$ cat src/rtl/collation_order_sorted_check_assert.svh
// Assertion macros for the collation order checker.
`ifndef COLLATION_ORDER_SORTED_CHECK_ASSERT_SVH
`define COLLATION_ORDER_SORTED_CHECK_ASSERT_SVH

// Plain property, checked outside reset.
`define COSC_ASSERT(lbl, prop, msg) \
  lbl: assert property (@(posedge clk) disable iff (!rst_n) (prop)) else $error(msg);

// Condition in one cycle implies a consequence in the next, outside reset.
`define COSC_ASSERT_NEXT(lbl, cond, conseq, msg) \
  lbl: assert property (@(posedge clk) disable iff (!rst_n) (cond) |=> (conseq)) \
    else $error(msg);

`endif

$ cat src/rtl/cosc_pkg.sv
// Package: constants, status codes and rank lookup for the collation order checker.
`timescale 1ns / 1ps

package cosc_pkg;

  // Word buffer geometry
  localparam int MAX_WORD_LEN = 32;
  localparam int IDX_W        = $clog2(MAX_WORD_LEN);
  localparam int POS_W        = 6;

  // Alphabet and rank layout
  localparam int LETTERS   = 26;
  localparam int CODE_W    = 5;
  localparam int RANK_W    = 6;
  localparam int TABLE_W   = LETTERS * CODE_W;
  localparam int RANK_LO_W = 60;
  localparam int RANK_HI_W = 10;

  localparam logic [RANK_LO_W-1:0] RANK_LOW_RESET  = 60'd407901468851537952;
  localparam logic [RANK_LO_W-1:0] RANK_MID_RESET  = 60'd854193664183220652;
  localparam logic [RANK_HI_W-1:0] RANK_HIGH_RESET = 10'd824;

  // Configuration register indexes
  localparam int CFG_IDX_W = 2;
  localparam logic [CFG_IDX_W-1:0] CFG_RANK_LOW  = 2'd0;
  localparam logic [CFG_IDX_W-1:0] CFG_RANK_MID  = 2'd1;
  localparam logic [CFG_IDX_W-1:0] CFG_RANK_HIGH = 2'd2;

  // Comparison status of the current word against the previous one
  localparam logic [1:0] ST_EQUAL = 2'd0;  // equal so far
  localparam logic [1:0] ST_BELOW = 2'd1;  // current word sorts after previous
  localparam logic [1:0] ST_ABOVE = 2'd2;  // previous word sorts after current

  typedef logic [CODE_W-1:0] code_t;
  typedef logic [RANK_W-1:0] rank_t;

  // Rank of a letter code; codes past the alphabet rank above every table entry
  function automatic rank_t rank_of(input code_t code, input logic [TABLE_W-1:0] tbl);
    logic [6:0] base;
    base = 7'(code) * 7'd5;
    if (code < CODE_W'(LETTERS)) begin
      rank_of = {1'b0, tbl[base +: CODE_W]};
    end else begin
      rank_of = RANK_W'(code) + RANK_W'(6);
    end
  endfunction

endpackage

$ cat src/rtl/collation_order_sorted_check.sv
// Top level: streaming checker for lexicographic order under a configurable collation.
//
//  channel | direction | tdata / data                 | sideband
//  --------+-----------+------------------------------+-------------------------------
//  in_     | slave     | [4:0] letter                 | tuser word_end, tlast list_end
//  out_    | master    | [0] in_order, [1] too_long   | -
//  cfg_    | slave     | cfg_data rank value          | cfg_index register number
//
//  One letter is taken per cycle; the previous-word compare, rank lookup and
//  buffer write all happen in the cycle of the transfer.
//  The verdict appears in the output register in the cycle after the list_end transfer.
//  Input stalls only while a verdict waits in the output register and out_tready is low.
//  Reset (synchronous, rst_n low) restores the identity collation and clears list state;
//  the word buffer is not cleared, as only entries of the previous word are ever read.
//  Configuration writes are taken every cycle (cfg_ready is tied high).
`timescale 1ns / 1ps

module collation_order_sorted_check
  import cosc_pkg::*;
(
  input  logic                 clk,
  input  logic                 rst_n,
  // input letters
  input  logic                 in_tvalid,
  output logic                 in_tready,
  input  logic [7:0]           in_tdata,   // [4:0] letter, [7:5] zero
  input  logic                 in_tuser,   // [0] word_end
  input  logic                 in_tlast,   // list_end
  // verdicts
  output logic                 out_tvalid,
  input  logic                 out_tready,
  output logic [7:0]           out_tdata,  // [0] in_order, [1] too_long, [7:2] zero
  // configuration writes
  input  logic                 cfg_valid,
  output logic                 cfg_ready,
  input  logic [CFG_IDX_W-1:0] cfg_index,
  input  logic [RANK_LO_W-1:0] cfg_data
);

`include "collation_order_sorted_check_assert.svh"

  // Rank tables
  logic [RANK_LO_W-1:0] rank_low_r;
  logic [RANK_LO_W-1:0] rank_mid_r;
  logic [RANK_HI_W-1:0] rank_high_r;
  logic [TABLE_W-1:0]   rank_tbl;

  // List state
  code_t            prev_word_r [MAX_WORD_LEN];
  logic [POS_W-1:0] prev_len_r, prev_len_nxt;
  logic [POS_W-1:0] position_r, position_nxt;
  logic [1:0]       status_r, status_nxt;
  logic             sorted_r, sorted_nxt;
  logic             overflow_r, overflow_nxt;

  // Output register
  logic             out_valid_r, out_valid_nxt;
  logic [1:0]       out_data_r;

  // Per-transfer working signals
  logic             in_xfer;
  code_t            letter;
  code_t            old_letter;
  logic             pos_ok;
  logic             word_done;
  logic [1:0]       status_upd;
  logic [POS_W-1:0] pos_after;
  logic             overflow_after;
  logic             sorted_after;

  assign cfg_ready  = 1'b1;
  assign in_tready  = !out_valid_r || out_tready;
  assign in_xfer    = in_tvalid && in_tready;
  assign out_tvalid = out_valid_r;
  assign out_tdata  = {6'd0, out_data_r};

  assign rank_tbl   = {rank_high_r, rank_mid_r, rank_low_r};
  assign letter     = in_tdata[CODE_W-1:0];
  assign word_done  = in_tuser || in_tlast;
  assign pos_ok     = position_r < POS_W'(MAX_WORD_LEN);
  assign old_letter = prev_word_r[position_r[IDX_W-1:0]];

  // Compare this letter against the previous word at the same place
  always_comb begin
    status_upd = status_r;
    if (pos_ok && (prev_len_r != '0) && (status_r == ST_EQUAL)) begin
      if (position_r < prev_len_r) begin
        if (old_letter != letter) begin
          status_upd = (rank_of(old_letter, rank_tbl) > rank_of(letter, rank_tbl)) ?
                       ST_ABOVE : ST_BELOW;
        end
      end else begin
        // previous word is a proper prefix of this one
        status_upd = ST_BELOW;
      end
    end
  end

  assign pos_after      = pos_ok ? position_r + POS_W'(1) : position_r;
  assign overflow_after = overflow_r || !pos_ok;

  // Word end: out of order if previous sorts after, or if this word is a shorter prefix
  assign sorted_after = sorted_r &&
                        !(word_done && (prev_len_r != '0) &&
                          ((status_upd == ST_ABOVE) ||
                           ((status_upd == ST_EQUAL) && (pos_after < prev_len_r))));

  // Next list state and output
  always_comb begin
    prev_len_nxt  = prev_len_r;
    position_nxt  = position_r;
    status_nxt    = status_r;
    sorted_nxt    = sorted_r;
    overflow_nxt  = overflow_r;
    out_valid_nxt = out_valid_r && !out_tready;
    if (in_xfer) begin
      position_nxt = pos_after;
      status_nxt   = status_upd;
      sorted_nxt   = sorted_after;
      overflow_nxt = overflow_after;
      if (word_done) begin
        prev_len_nxt = pos_after;
        position_nxt = '0;
        status_nxt   = ST_EQUAL;
      end
      if (in_tlast) begin
        out_valid_nxt = 1'b1;
        prev_len_nxt  = '0;
        sorted_nxt    = 1'b1;
        overflow_nxt  = 1'b0;
      end
    end
  end

  // Control registers
  always_ff @(posedge clk) begin
    if (!rst_n) begin
      rank_low_r  <= RANK_LOW_RESET;
      rank_mid_r  <= RANK_MID_RESET;
      rank_high_r <= RANK_HIGH_RESET;
      prev_len_r  <= '0;
      position_r  <= '0;
      status_r    <= ST_EQUAL;
      sorted_r    <= 1'b1;
      overflow_r  <= 1'b0;
      out_valid_r <= 1'b0;
    end else begin
      prev_len_r  <= prev_len_nxt;
      position_r  <= position_nxt;
      status_r    <= status_nxt;
      sorted_r    <= sorted_nxt;
      overflow_r  <= overflow_nxt;
      out_valid_r <= out_valid_nxt;
      if (cfg_valid) begin
        case (cfg_index)
          CFG_RANK_LOW:  rank_low_r  <= cfg_data;
          CFG_RANK_MID:  rank_mid_r  <= cfg_data;
          CFG_RANK_HIGH: rank_high_r <= cfg_data[RANK_HI_W-1:0];
          default: ;
        endcase
      end
    end
  end

  // Word buffer and verdict payload
  always_ff @(posedge clk) begin
    if (in_xfer && pos_ok) begin
      prev_word_r[position_r[IDX_W-1:0]] <= letter;
    end
    if (in_xfer && in_tlast) begin
      out_data_r <= {overflow_after, sorted_after};
    end
  end

  // Checks
  `COSC_ASSERT(a_pos_range, position_r <= POS_W'(MAX_WORD_LEN), "position past buffer")
  `COSC_ASSERT(a_len_range, prev_len_r <= POS_W'(MAX_WORD_LEN), "length past buffer")
  `COSC_ASSERT_NEXT(a_verdict_follows, in_xfer && in_tlast, out_valid_r, "no verdict")
  `COSC_ASSERT_NEXT(a_list_cleared, in_xfer && in_tlast, sorted_r && !overflow_r, "flags kept")
  `COSC_ASSERT_NEXT(a_word_restart, in_xfer && word_done, position_r == '0, "word not restarted")
  `COSC_ASSERT_NEXT(a_status_restart, in_xfer && word_done, status_r == ST_EQUAL, "status kept")

endmodule

$ cat config.mk
export PLATFORM = sky130hd
export DESIGN_NAME = collation_order_sorted_check
export DESIGN_NICKNAME = d
export VERILOG_FILES = /design/src/rtl/cosc_pkg.sv /design/src/rtl/collation_order_sorted_check.sv
export VERILOG_INCLUDE_DIRS = /design/src /design/src/rtl
export SDC_FILE = /design/constraint.sdc
export NUM_CORES = 1
export LEC_CHECK = 0
export ABC_AREA = 1
export BUFFER_PORTS_ARGS = -buffer_cell sky130_fd_sc_hd__buf_2
export CAP_MARGIN = 15
export CORE_AREA = 4 4 234 213
export DETAILED_ROUTE_END_ITERATION = 16
export DIE_AREA = 0 0 238 217
export SETUP_SLACK_MARGIN = 0.5
export SYNTH_ARGS = -nofsm -noshare
export SYNTH_HDL_FRONTEND = slang
export SYNTH_SLANG_ARGS = --single-unit
$ cat constraint.sdc
create_clock -name clk -period 7.3 [get_ports clk]
set_clock_uncertainty 0.15 [all_clocks]
set_input_delay 0.73 -clock clk [delete_from_list [all_inputs] [get_ports clk]]
set_output_delay 0.73 -clock clk [all_outputs]
set_load 0.02 [all_outputs]
=== Word level (Yosys, flattened, before mapping) ===
Memory sizes are Yosys's and may differ from the RTL's. A register that Yosys moved wholly into a read port is not among the register bits.
Cells that the tools add are included.

* Register bits after elaboration: 149
* Memory bits (writable): 160
* Input port bits: 77
* Output and inout bits: 11
* Logic and storage cells: 80
* Memories kept: 1

* Add/subtract/negate cells: 3
* Multipliers: 2
* Order comparisons: 6
* Equal/unequal tests: 4
* Shift operators: 2
* Muxes and demuxes: 25
* Reductions and logical operators: 27

{| class="wikitable"
|+ Memory list
! memory !! words !! width !! read ports !! clocked after memory_dff !! write ports !! RTL line !! text
|-
| prev_word_r || 32 || 5 || 1 || 1 || 1 || collation_order_sorted_check.sv:49 || <nowiki>code_t prev_word_r [MAX_WORD_LEN];</nowiki>
|}

{| class="wikitable"
|+ Operators by type and width
! kind !! number
|-
| 130-bit by 8-bit variable part select with 5-bit output || 2
|-
| 6-bit 2-to-1 mux || 12
|-
| 5-bit by 3-bit multiplier with 7-bit output (second input constant) || 2
|-
| 5-bit by 3-bit adder with 6-bit output (second input constant) || 2
|-
| 6-bit less-than comparator || 2
|-
| 1-bit logical AND || 10
|-
| 5-bit less-than comparator (second input constant) || 2
|-
| 2-bit 2-to-1 mux || 5
|-
| 5-bit 2-to-1 mux || 2
|-
| 2-bit AND reduction || 4
|-
| 6-bit by 1-bit adder with 6-bit output (second input constant) || 1
|-
| 6-bit greater-than comparator || 1
|-
| 2-bit zero test || 3
|-
| 6-bit less-than comparator (second input constant) || 1
|-
| 1-bit 2-to-1 mux || 6
|-
| 6-bit nonzero test || 1
|-
| 5-bit inequality test || 1
|-
| 2-bit == test (second input constant) || 2
|-
| 1-bit zero test || 4
|-
| 1-bit logical OR || 4
|-
| 2-bit by 1-bit == test with 1-bit output (second input constant) || 1
|-
| 2-bit nonzero test || 1
|}

=== Longest topological paths before layout ===
Gate-level depths: netlist of the first run.

* Depth in word-level cells: 18
* Depth in mapped cells: 41
* Mapped depth without buffers: 36

=== Worst setup path before layout of the first run ===
OpenSTA, ideal clock, no wires.

* Kind: reg-to-reg
* Start: register (tool-made name)
* End: register out_data_r[0] (data pin)
* Setup time: 0.251 ns
* Data arrival time: 4.406 ns
* Data required time: 6.899 ns
* Slack: 2.493 ns
* Stages on the path, launching flop included: 39
* Path buffers: 6
* Period minus slack after synthesis: 4.807 ns
* Cells stage by stage: dfxtp_1 > buf_4 > buf_4 > buf_4 > buf_4 > nand2_1 > nand3_1 > nand3_1 > nand2_1 > nand2_1 > nand3_1 > nand2_1 > inv_1 > ha_1 > ha_1 > fa_1 > buf_2 > inv_1 > [... 3 more ...] > nand3_1 > nand3_1 > nand2_1 > ha_1 > inv_1 > o21bai_1 > a21o_1 > a21oi_1 > nor2_1 > o22ai_1 > nand2_1 > nand2_1 > nand2_1 > nand2_1 > nor2_1 > nand2_1 > nand2_1 > inv_1

{| class="wikitable"
|+ RTL lines
! item !! RTL line !! text
|-
| end signal: assignment || collation_order_sorted_check.sv:171 || <nowiki>out_data_r <= {overflow_after, sorted_after};</nowiki>
|-
| end: declaration || collation_order_sorted_check.sv:58 || <nowiki>logic [1:0] out_data_r;</nowiki>
|}

==> results of run 1 <==
## routing by layer
metal / GRT usage (%) / wire length (um) / up-vias
met1: 46.8 / 36700 / 10400
li1: - / - / 10500
met5: 0 / 0 / -
met3: 6.54 / 9320 / 170
met4: 9.67 / 2870 / 0
met2: 43.9 / 33600 / 1194
## worst reg2reg max path, delay by kind of cell, from the launching register on
kind / cells / cell delay [ns]
adder cells (fa/ha/maj): 2 / 0.52
AND/OR/NAND/NOR: 23 / 2.91
flip-flops: 1 / 0.34
AO/OA/AOI/OAI: 4 / 0.87
buffers and inverters: 5 / 1.38
## area by class of cell
| class | instances | area share, % |
|---|---|---|
| Multi-Input combinational cell | 2390 | 50.7 |
| Sequential cell | 314 | 34.7 |
| Clock buffer | 48 | 4.29 |
| Timing Repair Buffer | 128 | 3.49 |
| Tap cell | 624 | 3.43 |
| Inverter | 159 | 2.63 |
| Clock inverter | 16 | 0.698 |
## cell usage after synthesis (11+ instances only)
cell type / number
sky130_fd_sc_hd__edfxtp_1: 162
sky130_fd_sc_hd__o21ai_1: 44
sky130_fd_sc_hd__clkbuf_1: 135
sky130_fd_sc_hd__buf_4: 22
sky130_fd_sc_hd__nor2_1: 191
sky130_fd_sc_hd__buf_1: 21
sky130_fd_sc_hd__o2111ai_1: 13
sky130_fd_sc_hd__mux2i_1: 19
sky130_fd_sc_hd__o221ai_1: 12
sky130_fd_sc_hd__buf_2: 50
sky130_fd_sc_hd__inv_1: 145
sky130_fd_sc_hd__o211ai_1: 92
sky130_fd_sc_hd__buf_6: 13
sky130_fd_sc_hd__a21oi_1: 131
sky130_fd_sc_hd__dfxtp_1: 152
sky130_fd_sc_hd__nand2_1: 883
sky130_fd_sc_hd__ha_1: 34
sky130_fd_sc_hd__nand3_1: 565
sky130_fd_sc_hd__clkinv_1: 11
sky130_fd_sc_hd__o21ai_0: 311
sky130_fd_sc_hd__a31oi_1: 12
## flip-flops by register name (all words and copies together), names as in the netlist, named ones only
name	flops
status_r	2
out_data_r	2
rank_mid_r	60
sorted_r	1
out_tvalid	1
prev_word_r	160
rank_high_r	10
prev_len_r	6
position_r	6
overflow_r	1
rank_low_r	60
## worst min path at each step
stage / slack (ns) / startpoint / to
2_1_floorplan: 0.28 / overflow_r / overflow_r
3_3_place_gp: 0.29 / overflow_r / overflow_r
3_5_place_dp: 0.30 / overflow_r / overflow_r
4_1_cts: 0.22 / cfg_data[48] / rank_low_r[48]
5_1_grt: 0.24 / cfg_data[12] / rank_mid_r[12]
6_report: 0.23 / cfg_data[48] / rank_low_r[48]
## logic make-up after synthesis
logic type | Yosys count
compound gates | 655
xor+xnor | 10
fa+ha+maj | 36
buf+inv | 402
flops | 314
mux | 19
other cells | 2
simple gates | 1663
## power by group
part           internal (mW)  switching [mW]
combinational          0.467            1.15
sequential              1.90          0.0394
clock                  0.992           0.789
## cells in the final DEF, fill, tap and decap left out, types with 4 or more instances in the layout
cell type and n:
sky130_fd_sc_hd__a211oi_1 4, sky130_fd_sc_hd__a21oi_1 131, sky130_fd_sc_hd__a221oi_1 8, sky130_fd_sc_hd__a22oi_1 4, sky130_fd_sc_hd__a31oi_1 12, sky130_fd_sc_hd__buf_2 74, sky130_fd_sc_hd__buf_4 51, sky130_fd_sc_hd__clkbuf_1 10
sky130_fd_sc_hd__clkbuf_16 37, sky130_fd_sc_hd__clkinv_1 13, sky130_fd_sc_hd__clkinv_2 4, sky130_fd_sc_hd__conb_1 7, sky130_fd_sc_hd__dfxtp_1 151, sky130_fd_sc_hd__edfxtp_1 162, sky130_fd_sc_hd__ha_1 34, sky130_fd_sc_hd__inv_1 145
sky130_fd_sc_hd__inv_2 6, sky130_fd_sc_hd__mux2i_1 19, sky130_fd_sc_hd__nand2_1 881, sky130_fd_sc_hd__nand3_1 565, sky130_fd_sc_hd__nor2_1 190, sky130_fd_sc_hd__o2111ai_1 13, sky130_fd_sc_hd__o211ai_1 92, sky130_fd_sc_hd__o21ai_0 311
sky130_fd_sc_hd__o21ai_1 44, sky130_fd_sc_hd__o221ai_1 12, sky130_fd_sc_hd__o22ai_1 6, sky130_fd_sc_hd__or2_2 5, sky130_fd_sc_hd__xnor2_1 4, sky130_fd_sc_hd__xor2_1 6
## what timing repair did
item | 4_1_cts | 5_1_grt
hold endpoints to repair | 0 | 0
endpoints found under the setup margin | 0 | 1
gates resized for setup | 0 | 1
## metrics by stage
stage | std cells | setup slack (ns) | hold slack, ns | power, mW | instance area (um2)
6_report | 3679 | 0.991 | 0.232 | 5.33 | 22800
5_1_grt | 3679 | 0.587 | 0.242 | 5.56 | 22800
4_1_cts | 3679 | 1.09 | 0.217 | 5.29 | 22800
3_5_place_dp | 3615 | 1.11 | 0.299 | 3.52 | 21600
3_3_place_gp | 3615 | 1.09 | 0.291 | 3.51 | 21600
2_1_floorplan | 3106 | 2.49 | 0.282 | 2.99 | 21200
==> impl_results.rst, run 1 <==
.. list-table::
   :header-rows: 1

   * - Metric
     - Value
   * - Clk Latency, worst-skew pair
     - 0.58 ns
   * - Die footprint
     - 0.0516 mm2
   * - Layout filler cell count
     - 4,843
   * - Routed Antenna Nets
     - 0
   * - Area used by sequential logic in the layout
     - 0.00791 mm2
   * - Buffers added on ports
     - 77
   * - Chip height
     - 217 um
   * - Worst Path Required
     - 7.59 ns
   * - Count of endpoints failing setup in the final report
     - 0
   * - Wire length of the first global-routing pass
     - 124 mm
   * - Via count of the first global-routing pass
     - 20,300
   * - Highest cell delay on the worst timing path
     - 0.59 ns
   * - Via-to-Cell Ratio
     - 6.06
   * - Worst path bufs/invs
     - 5
   * - Sequential-to-total area share from yosys stat
     - 37.3%
   * - Number of design rule violations left after detail routing
     - 0
   * - Hold Path Stages
     - 3
   * - Share of synthesized area spent on multiplexers
     - 0.897%
   * - Adder and majority cell fraction of the synthesized area
     - 2.20%
   * - Yosys synthesis warning count
     - 0
   * - FF-to-FF path depth
     - 34
   * - Largest cells by area after synthesis
     - sky130_fd_sc_hd__edfxtp_1 (23%), sky130_fd_sc_hd__nand2_1 (16%), sky130_fd_sc_hd__dfxtp_1 (14%), sky130_fd_sc_hd__nand3_1 (13%), sky130_fd_sc_hd__o21ai_0 (7.3%)
   * - Unique cell type count in the Yosys netlist
     - 57
   * - Achievable frequency
     - 159 MHz
   * - Critical path peak fanout
     - 80
   * - Capture point of the worst reg-to-reg path
     - out_data_r[0]
   * - Vias after detailed routing
     - 22,300
   * - Sum of negative setup slack
     - 0 ns
   * - Synthesized-area fraction occupied by and/or/nand/nor cells
     - 33.1%
   * - Root buffer cell
     - sky130_fd_sc_hd__clkbuf_16
   * - Count of endpoints failing hold in the final timing report
     - 0
   * - Number of clock sinks
     - 314
   * - Register bit count reported by yosys
     - 314
   * - Count of final max-slew check failures
     - 0
   * - Worst path top cell family by delay
     - simple AND/OR/NAND/NOR gates
   * - Post-synthesis to final-layout area growth
     - 7.49%
   * - Utilization after layout
     - 48.0%
   * - Overall routed net length
     - 82.5 mm
   * - Number of antenna violations at the first check in global routing
     - 3
   * - Cell at the slowest stage of the critical path
     - sky130_fd_sc_hd__nor2_2
   * - Time the worst path needs with I/O delays and setup
     - 6.31 ns
   * - GRT Residual Overflow
     - 0
   * - Worst slew margin relative to its limit
     - 23.8%
   * - Actual transition at the worst max-transition pin
     - 1.14 ns
   * - Most area-hungry cell type in the Yosys netlist
     - sky130_fd_sc_hd__edfxtp_1
   * - Unrepaired setup endpoints after global routing
     - false
   * - Area of combinational cells with multiple inputs
     - 0.0116 mm2
   * - Core box area
     - 0.0475 mm2
   * - Post-CTS setup repair buffer count
     - 0
   * - Avg Cell Area, Syn
     - 6.83 um2
   * - Capture point of the critical path
     - out_data_r[0]
   * - WL/cell
     - 22.4 um
   * - Outcome
     - complete, no violations
   * - Post-synthesis share of cell area spent on xor and xnor gates
     - 0.413%
   * - Kind of path behind the tightest hold check
     - input pin to register
   * - Dominant register cell in the synthesized netlist
     - sky130_fd_sc_hd__edfxtp_1
   * - Post-synthesis async set-or-reset flop share
     - 0%
   * - Post-synthesis compound-gate area fraction
     - 17.6%
   * - Number of buffers inserted during clock tree synthesis
     - 37
   * - Cell depth of the worst setup path
     - 34
   * - Number of design-rule violations left by the first detailed-router iteration
     - 3,399
   * - HPWL after detailed placement
     - 56.7 mm
   * - Final estimated routing congestion in global placement
     - 1.02
   * - Peak supply drop
     - 0.159 mV
   * - Worst setup slack for register-to-register paths
     - 0.99 ns
   * - Standard-cell row count
     - 76
   * - Horizontal die dimension
     - 238 um
   * - Hold bufs inserted after CTS
     - 0
   * - Number of maximum-capacitance constraint violations
     - 0
   * - Dominant combinational cell family by area after synthesis
     - simple AND/OR/NAND/NOR gates
   * - Category of the worst setup path launch point
     - register
   * - Number of instances in the synthesized netlist
     - 3,101
   * - Clock-pin slew of the registers on the worst-case setup and hold paths
     - 0.06 ns
   * - IO Pins
     - 88
   * - Endpoint arrival time on the critical path
     - 6.60 ns
   * - Summed instance area of the synthesized netlist
     - 0.0212 mm2
   * - Final period utilization
     - 86.4%
   * - Critical path capture point type
     - register
   * - Global-route total usage across every layer
     - 30.9%
   * - Most repeated library cell on the critical path
     - sky130_fd_sc_hd__nand2_1
   * - P_leak
     - 9.33 nW
   * - Detailed Routing Iterations Pass 1
     - 8
   * - Share of final-layout standard cells stronger than drive strength 1
     - 6.64%
   * - Power density of the placed cells
     - 234 mW/mm2
   * - CTS tree
     - done
   * - Critical path class
     - register to register
   * - Effective utilization at floorplan
     - 44.7%
   * - Number of synthesized flops with an enable pin
     - 162
   * - H-tree depth
     - 2
   * - Fraction of synthesized cell area taken by the top area cell type
     - 23.0%
   * - Number of diodes added for antenna fixing
     - 0
   * - Max clock buf depth
     - 3
   * - Total Nets Final
     - 3,143
   * - Largest net degree at the start of global routing
     - 98
No activity file was read; power rests on OpenSTA's default activity.
==> run 2, diff against run 1 <==
--- a/config.mk
+++ b/config.mk
@@ -6,12 +6,11 @@
 export SDC_FILE = /design/constraint.sdc
 export NUM_CORES = 1
 export LEC_CHECK = 0
-export ABC_AREA = 1
 export BUFFER_PORTS_ARGS = -buffer_cell sky130_fd_sc_hd__buf_2
 export CAP_MARGIN = 15
-export CORE_AREA = 4 4 234 213
+export CORE_AREA = 4 4 239 218
 export DETAILED_ROUTE_END_ITERATION = 16
-export DIE_AREA = 0 0 238 217
+export DIE_AREA = 0 0 243 222
 export SETUP_SLACK_MARGIN = 0.5
 export SYNTH_ARGS = -nofsm -noshare
 export SYNTH_HDL_FRONTEND = slang
==> impl_results.rst, run 2 <==
.. list-table::
   :header-rows: 1

   * - Metric
     - Value
   * - Count of endpoints failing hold in the final timing report
     - 0 (unchanged)
   * - Clk Latency, worst-skew pair
     - 0.57 ns (about the same)
   * - Number of instances in the synthesized netlist
     - 2,119 (-32%)
   * - Standard-cell row count
     - 78 (+2.6%)
   * - HPWL after detailed placement
     - 57.0 mm (+0.47%)
   * - Hold bufs inserted after CTS
     - 0 (unchanged)
   * - Most frequent cells in the layout
     - sky130_fd_sc_hd__nand2_1 (426), sky130_fd_sc_hd__mux2i_1 (271), sky130_fd_sc_hd__mux4_2 (186)
   * - Category of the worst setup path launch point
     - register
   * - Die footprint
     - 0.0539 mm2 (+4.5%)
   * - Critical path peak fanout
     - 8 (-90%)
   * - Final instance area
     - 0.0249 mm2 (+9.2%)
   * - Final period utilization
     - 96.0% (+9.6 points)
   * - Effective utilization at floorplan
     - 44.4% (-0.27 points)
   * - Worst path bufs/invs
     - 7 (+2)
   * - Time the worst path needs with I/O delays and setup
     - 7.01 ns (+0.700 ns)
   * - Count of final max-slew check failures
     - 0 (unchanged)
   * - Max reg flops
     - 160 (unchanged)
   * - Post-synthesis async set-or-reset flop share
     - 0% (unchanged)
   * - IO Pins
     - 88 (unchanged)
   * - Horizontal die dimension
     - 243 um (+2.1%)
   * - Unrepaired setup endpoints after global routing
     - true
   * - Max clock buf depth
     - 3 (unchanged)
   * - P_leak
     - 9.39 nW (+0.64%)
   * - Unique cell type count in the Yosys netlist
     - 72 (+26%)
   * - Sum of negative setup slack
     - 0 ns (unchanged)
   * - Chip height
     - 222 um (+2.3%)
   * - Vias after detailed routing
     - 18,500 (-17%)
   * - Wire length of the first global-routing pass
     - 117 mm (-5.6%)
   * - Number of antenna violations at the first check in global routing
     - 6 (+3)
   * - CTS tree
     - done
   * - Detailed Routing Iterations Pass 1
     - 8 (unchanged)
   * - Outcome
     - complete, no violations
   * - Critical path capture point type
     - register
   * - Register bit count reported by yosys
     - 314 (unchanged)
   * - Largest cells by area after synthesis
     - sky130_fd_sc_hd__edfxtp_1 (22%), sky130_fd_sc_hd__mux4_2 (19%), sky130_fd_sc_hd__dfxtp_1 (14%), sky130_fd_sc_hd__mux2i_1 (12%), sky130_fd_sc_hd__nand2_1 (7.3%)
   * - Share of final-layout standard cells stronger than drive strength 1
     - 22.3% (+16 points)
   * - Power density of the placed cells
     - 229 mW/mm2 (-1.9%)
   * - Peak supply drop
     - 0.167 mV (+4.6%)
   * - Fraction of synthesized cell area taken by the top area cell type
     - 22.0% (-0.94 points)
   * - Leading cell types by count after synthesis
     - sky130_fd_sc_hd__nand2_1 (427), sky130_fd_sc_hd__mux2i_1 (274), sky130_fd_sc_hd__mux4_2 (186)
   * - Cell at the slowest stage of the critical path
     - sky130_fd_sc_hd__mux4_2
   * - Routed Antenna Nets
     - 0 (unchanged)
   * - Number of clock sinks
     - 314 (unchanged)
   * - Buffers added on ports
     - 77 (unchanged)
   * - GRT Residual Overflow
     - 0 (unchanged)
   * - Summed instance area of the synthesized netlist
     - 0.0221 mm2 (+4.3%)
   * - Post-synthesis to final-layout area growth
     - 12.6%
   * - Worst slew margin relative to its limit
     - 20.2% (-3.6 points)
   * - Smallest hold slack
     - 0.235 ns (+0.00318 ns)
   * - Achievable frequency
     - 143 MHz (-10%)
   * - Most area-hungry cell type in the Yosys netlist
     - sky130_fd_sc_hd__edfxtp_1
   * - Worst min-delay path startpoint
     - cfg_data[54]
   * - Worst Path Required
     - 7.48 ns (-0.11 ns)
   * - Dominant register cell in the synthesized netlist
     - sky130_fd_sc_hd__edfxtp_1
   * - Count of endpoints failing setup in the final report
     - 0 (unchanged)
   * - Number of buffers inserted during clock tree synthesis
     - 36 (-2.7%)
   * - Most frequent standard cell in the layout excluding fill and tap cells
     - sky130_fd_sc_hd__nand2_1
   * - Avg Cell Area, Syn
     - 10.4 um2 (+53%)
   * - Endpoint arrival time on the critical path
     - 7.18 ns (+0.58 ns)
   * - Core box area
     - 0.0498 mm2 (+4.9%)
   * - Number of synthesized flops with an enable pin
     - 162 (unchanged)
   * - Final estimated routing congestion in global placement
     - 1.03 (+1.4%)
   * - Most frequently used cell type in the post-synthesis netlist
     - sky130_fd_sc_hd__nand2_1
   * - Sequential-to-total area share from yosys stat
     - 35.8% (-1.5 points)
   * - Largest net degree at the start of global routing
     - 161 (+64%)
   * - WL/cell
     - 28.4 um (+27%)
   * - Number of design-rule violations left by the first detailed-router iteration
     - 2,466 (-27%)
   * - Via count of the first global-routing pass
     - 17,700 (-13%)
   * - Via-to-Cell Ratio
     - 6.54 (+7.9%)
   * - Number of maximum-capacitance constraint violations
     - 0 (unchanged)
   * - Critical path class
     - register to register
   * - H-tree depth
     - 2 (unchanged)
   * - Overall routed net length
     - 80.3 mm (-2.6%)
   * - Post-DP Area
     - 0.0232 mm2 (+7.4%)
   * - Actual transition at the worst max-transition pin
     - 1.20 ns (+0.0550 ns)
   * - Kind of path behind the tightest hold check
     - input pin to register
   * - Clock-pin slew of the registers on the worst-case setup and hold paths
     - 0.06 ns (about the same)
   * - Worst path top cell family by delay
     - multiplexers
   * - Yosys synthesis warning count
     - 0 (unchanged)
   * - Highest cell delay on the worst timing path
     - 0.58 ns (about the same)
   * - Total Nets Final
     - 2,273 (-28%)
   * - Global-route total usage across every layer
     - 28.9% (-2.0 points)
   * - Root buffer cell
     - sky130_fd_sc_hd__clkbuf_16
   * - Number of design rule violations left after detail routing
     - 0 (unchanged)
## run 2: changes by cell type after synthesis, moves of 22 or more
cell,change
sky130_fd_sc_hd__a22oi_1,+22
sky130_fd_sc_hd__nand2_1,-456
sky130_fd_sc_hd__inv_1,-124
sky130_fd_sc_hd__clkbuf_1,-28
sky130_fd_sc_hd__nor2_1,-66
sky130_fd_sc_hd__mux2i_1,+255
sky130_fd_sc_hd__o21ai_0,-273
sky130_fd_sc_hd__o21ai_1,-40
sky130_fd_sc_hd__a21oi_1,-91
sky130_fd_sc_hd__a21boi_0,+75
sky130_fd_sc_hd__o211ai_1,-75
sky130_fd_sc_hd__nand3_1,-473
sky130_fd_sc_hd__mux4_2,+186
## run 2: path summary, 6_finish.rpt
check / to / slack [ns] / cells past startpoint
setup reg to reg: out_data_r[0] / 0.29 / 32
setup / recovery: out_data_r[0] / 0.29 / 32
hold reg to reg: overflow_r / 0.33 / 2
hold / removal: rank_mid_r[54] / 0.23 / 3
## run 2: per-layer routing
layer | vias up | part of all wire (%) | track usage, %
li1 | 8032 | - | -
met3 | 218 | 14 | 11.6
met5 | - | 0.071 | 0
met1 | 9057 | 42 | 41.3
met2 | 1147 | 41 | 40.1
met4 | 8 | 3.9 | 9.05
## run 2: cell families after synthesis
group / synth area share (%)
muxes: 32.2
other: 0.0340
DFF: 35.8
AOI/OAI and AO/OA: 9.64
xor gates and xnor gates: 0.634
and+or+nand+nor: 14.7
adders and majority gates: 2.11
buffers and inverters: 4.85
## run 2: layout make-up
type | instances | area [um2]
Fill cell | 4456 | 24900
Multi-Input combinational cell | 1594 | 13300
Sequential cell | 314 | 7910
Timing Repair Buffer | 190 | 1540
Clock buffer | 44 | 981
Tap cell | 640 | 801
Clock inverter | 18 | 226
Inverter | 24 | 97.6
Antenna cell | 1 | 2.50
## run 2: worst min-delay path: stages
cell and delay, ns:
sky130_fd_sc_hd__buf_2 0.09, sky130_fd_sc_hd__nand2_1 0.04, sky130_fd_sc_hd__nand3_1 0.06
## run 2: power breakdown
part           switching, mW  internal, mW  total (mW)
Clock                  0.764          1.07        1.84
Sequential            0.0965          1.89        1.98
Combinational           1.04         0.846        1.89
## run 2: metrics by stage
step | worst slack [ns] | power [mW] | utilization [%] | std cells
floorplan | 0.513 | 3.12 | - | 2124
global placement | 0.0925 | 3.73 | 46.7 | 2740
detailed placement | -0.0257 | 3.75 | 46.7 | 2740
CTS | 0.266 | 5.65 | 49.6 | 2813
global route | 0.0430 | 5.91 | 50.0 | 2824
finish | 0.291 | 5.71 | 50.0 | 2825
## run 2: timing repair
item | 4_1_cts | 5_1_grt
cloned | 3 | 0
pin swaps | 13 | 18
gates resized for setup | 21 | 19
buffers inserted | 8 | 11
endpoints found under the setup margin | 4 | 4
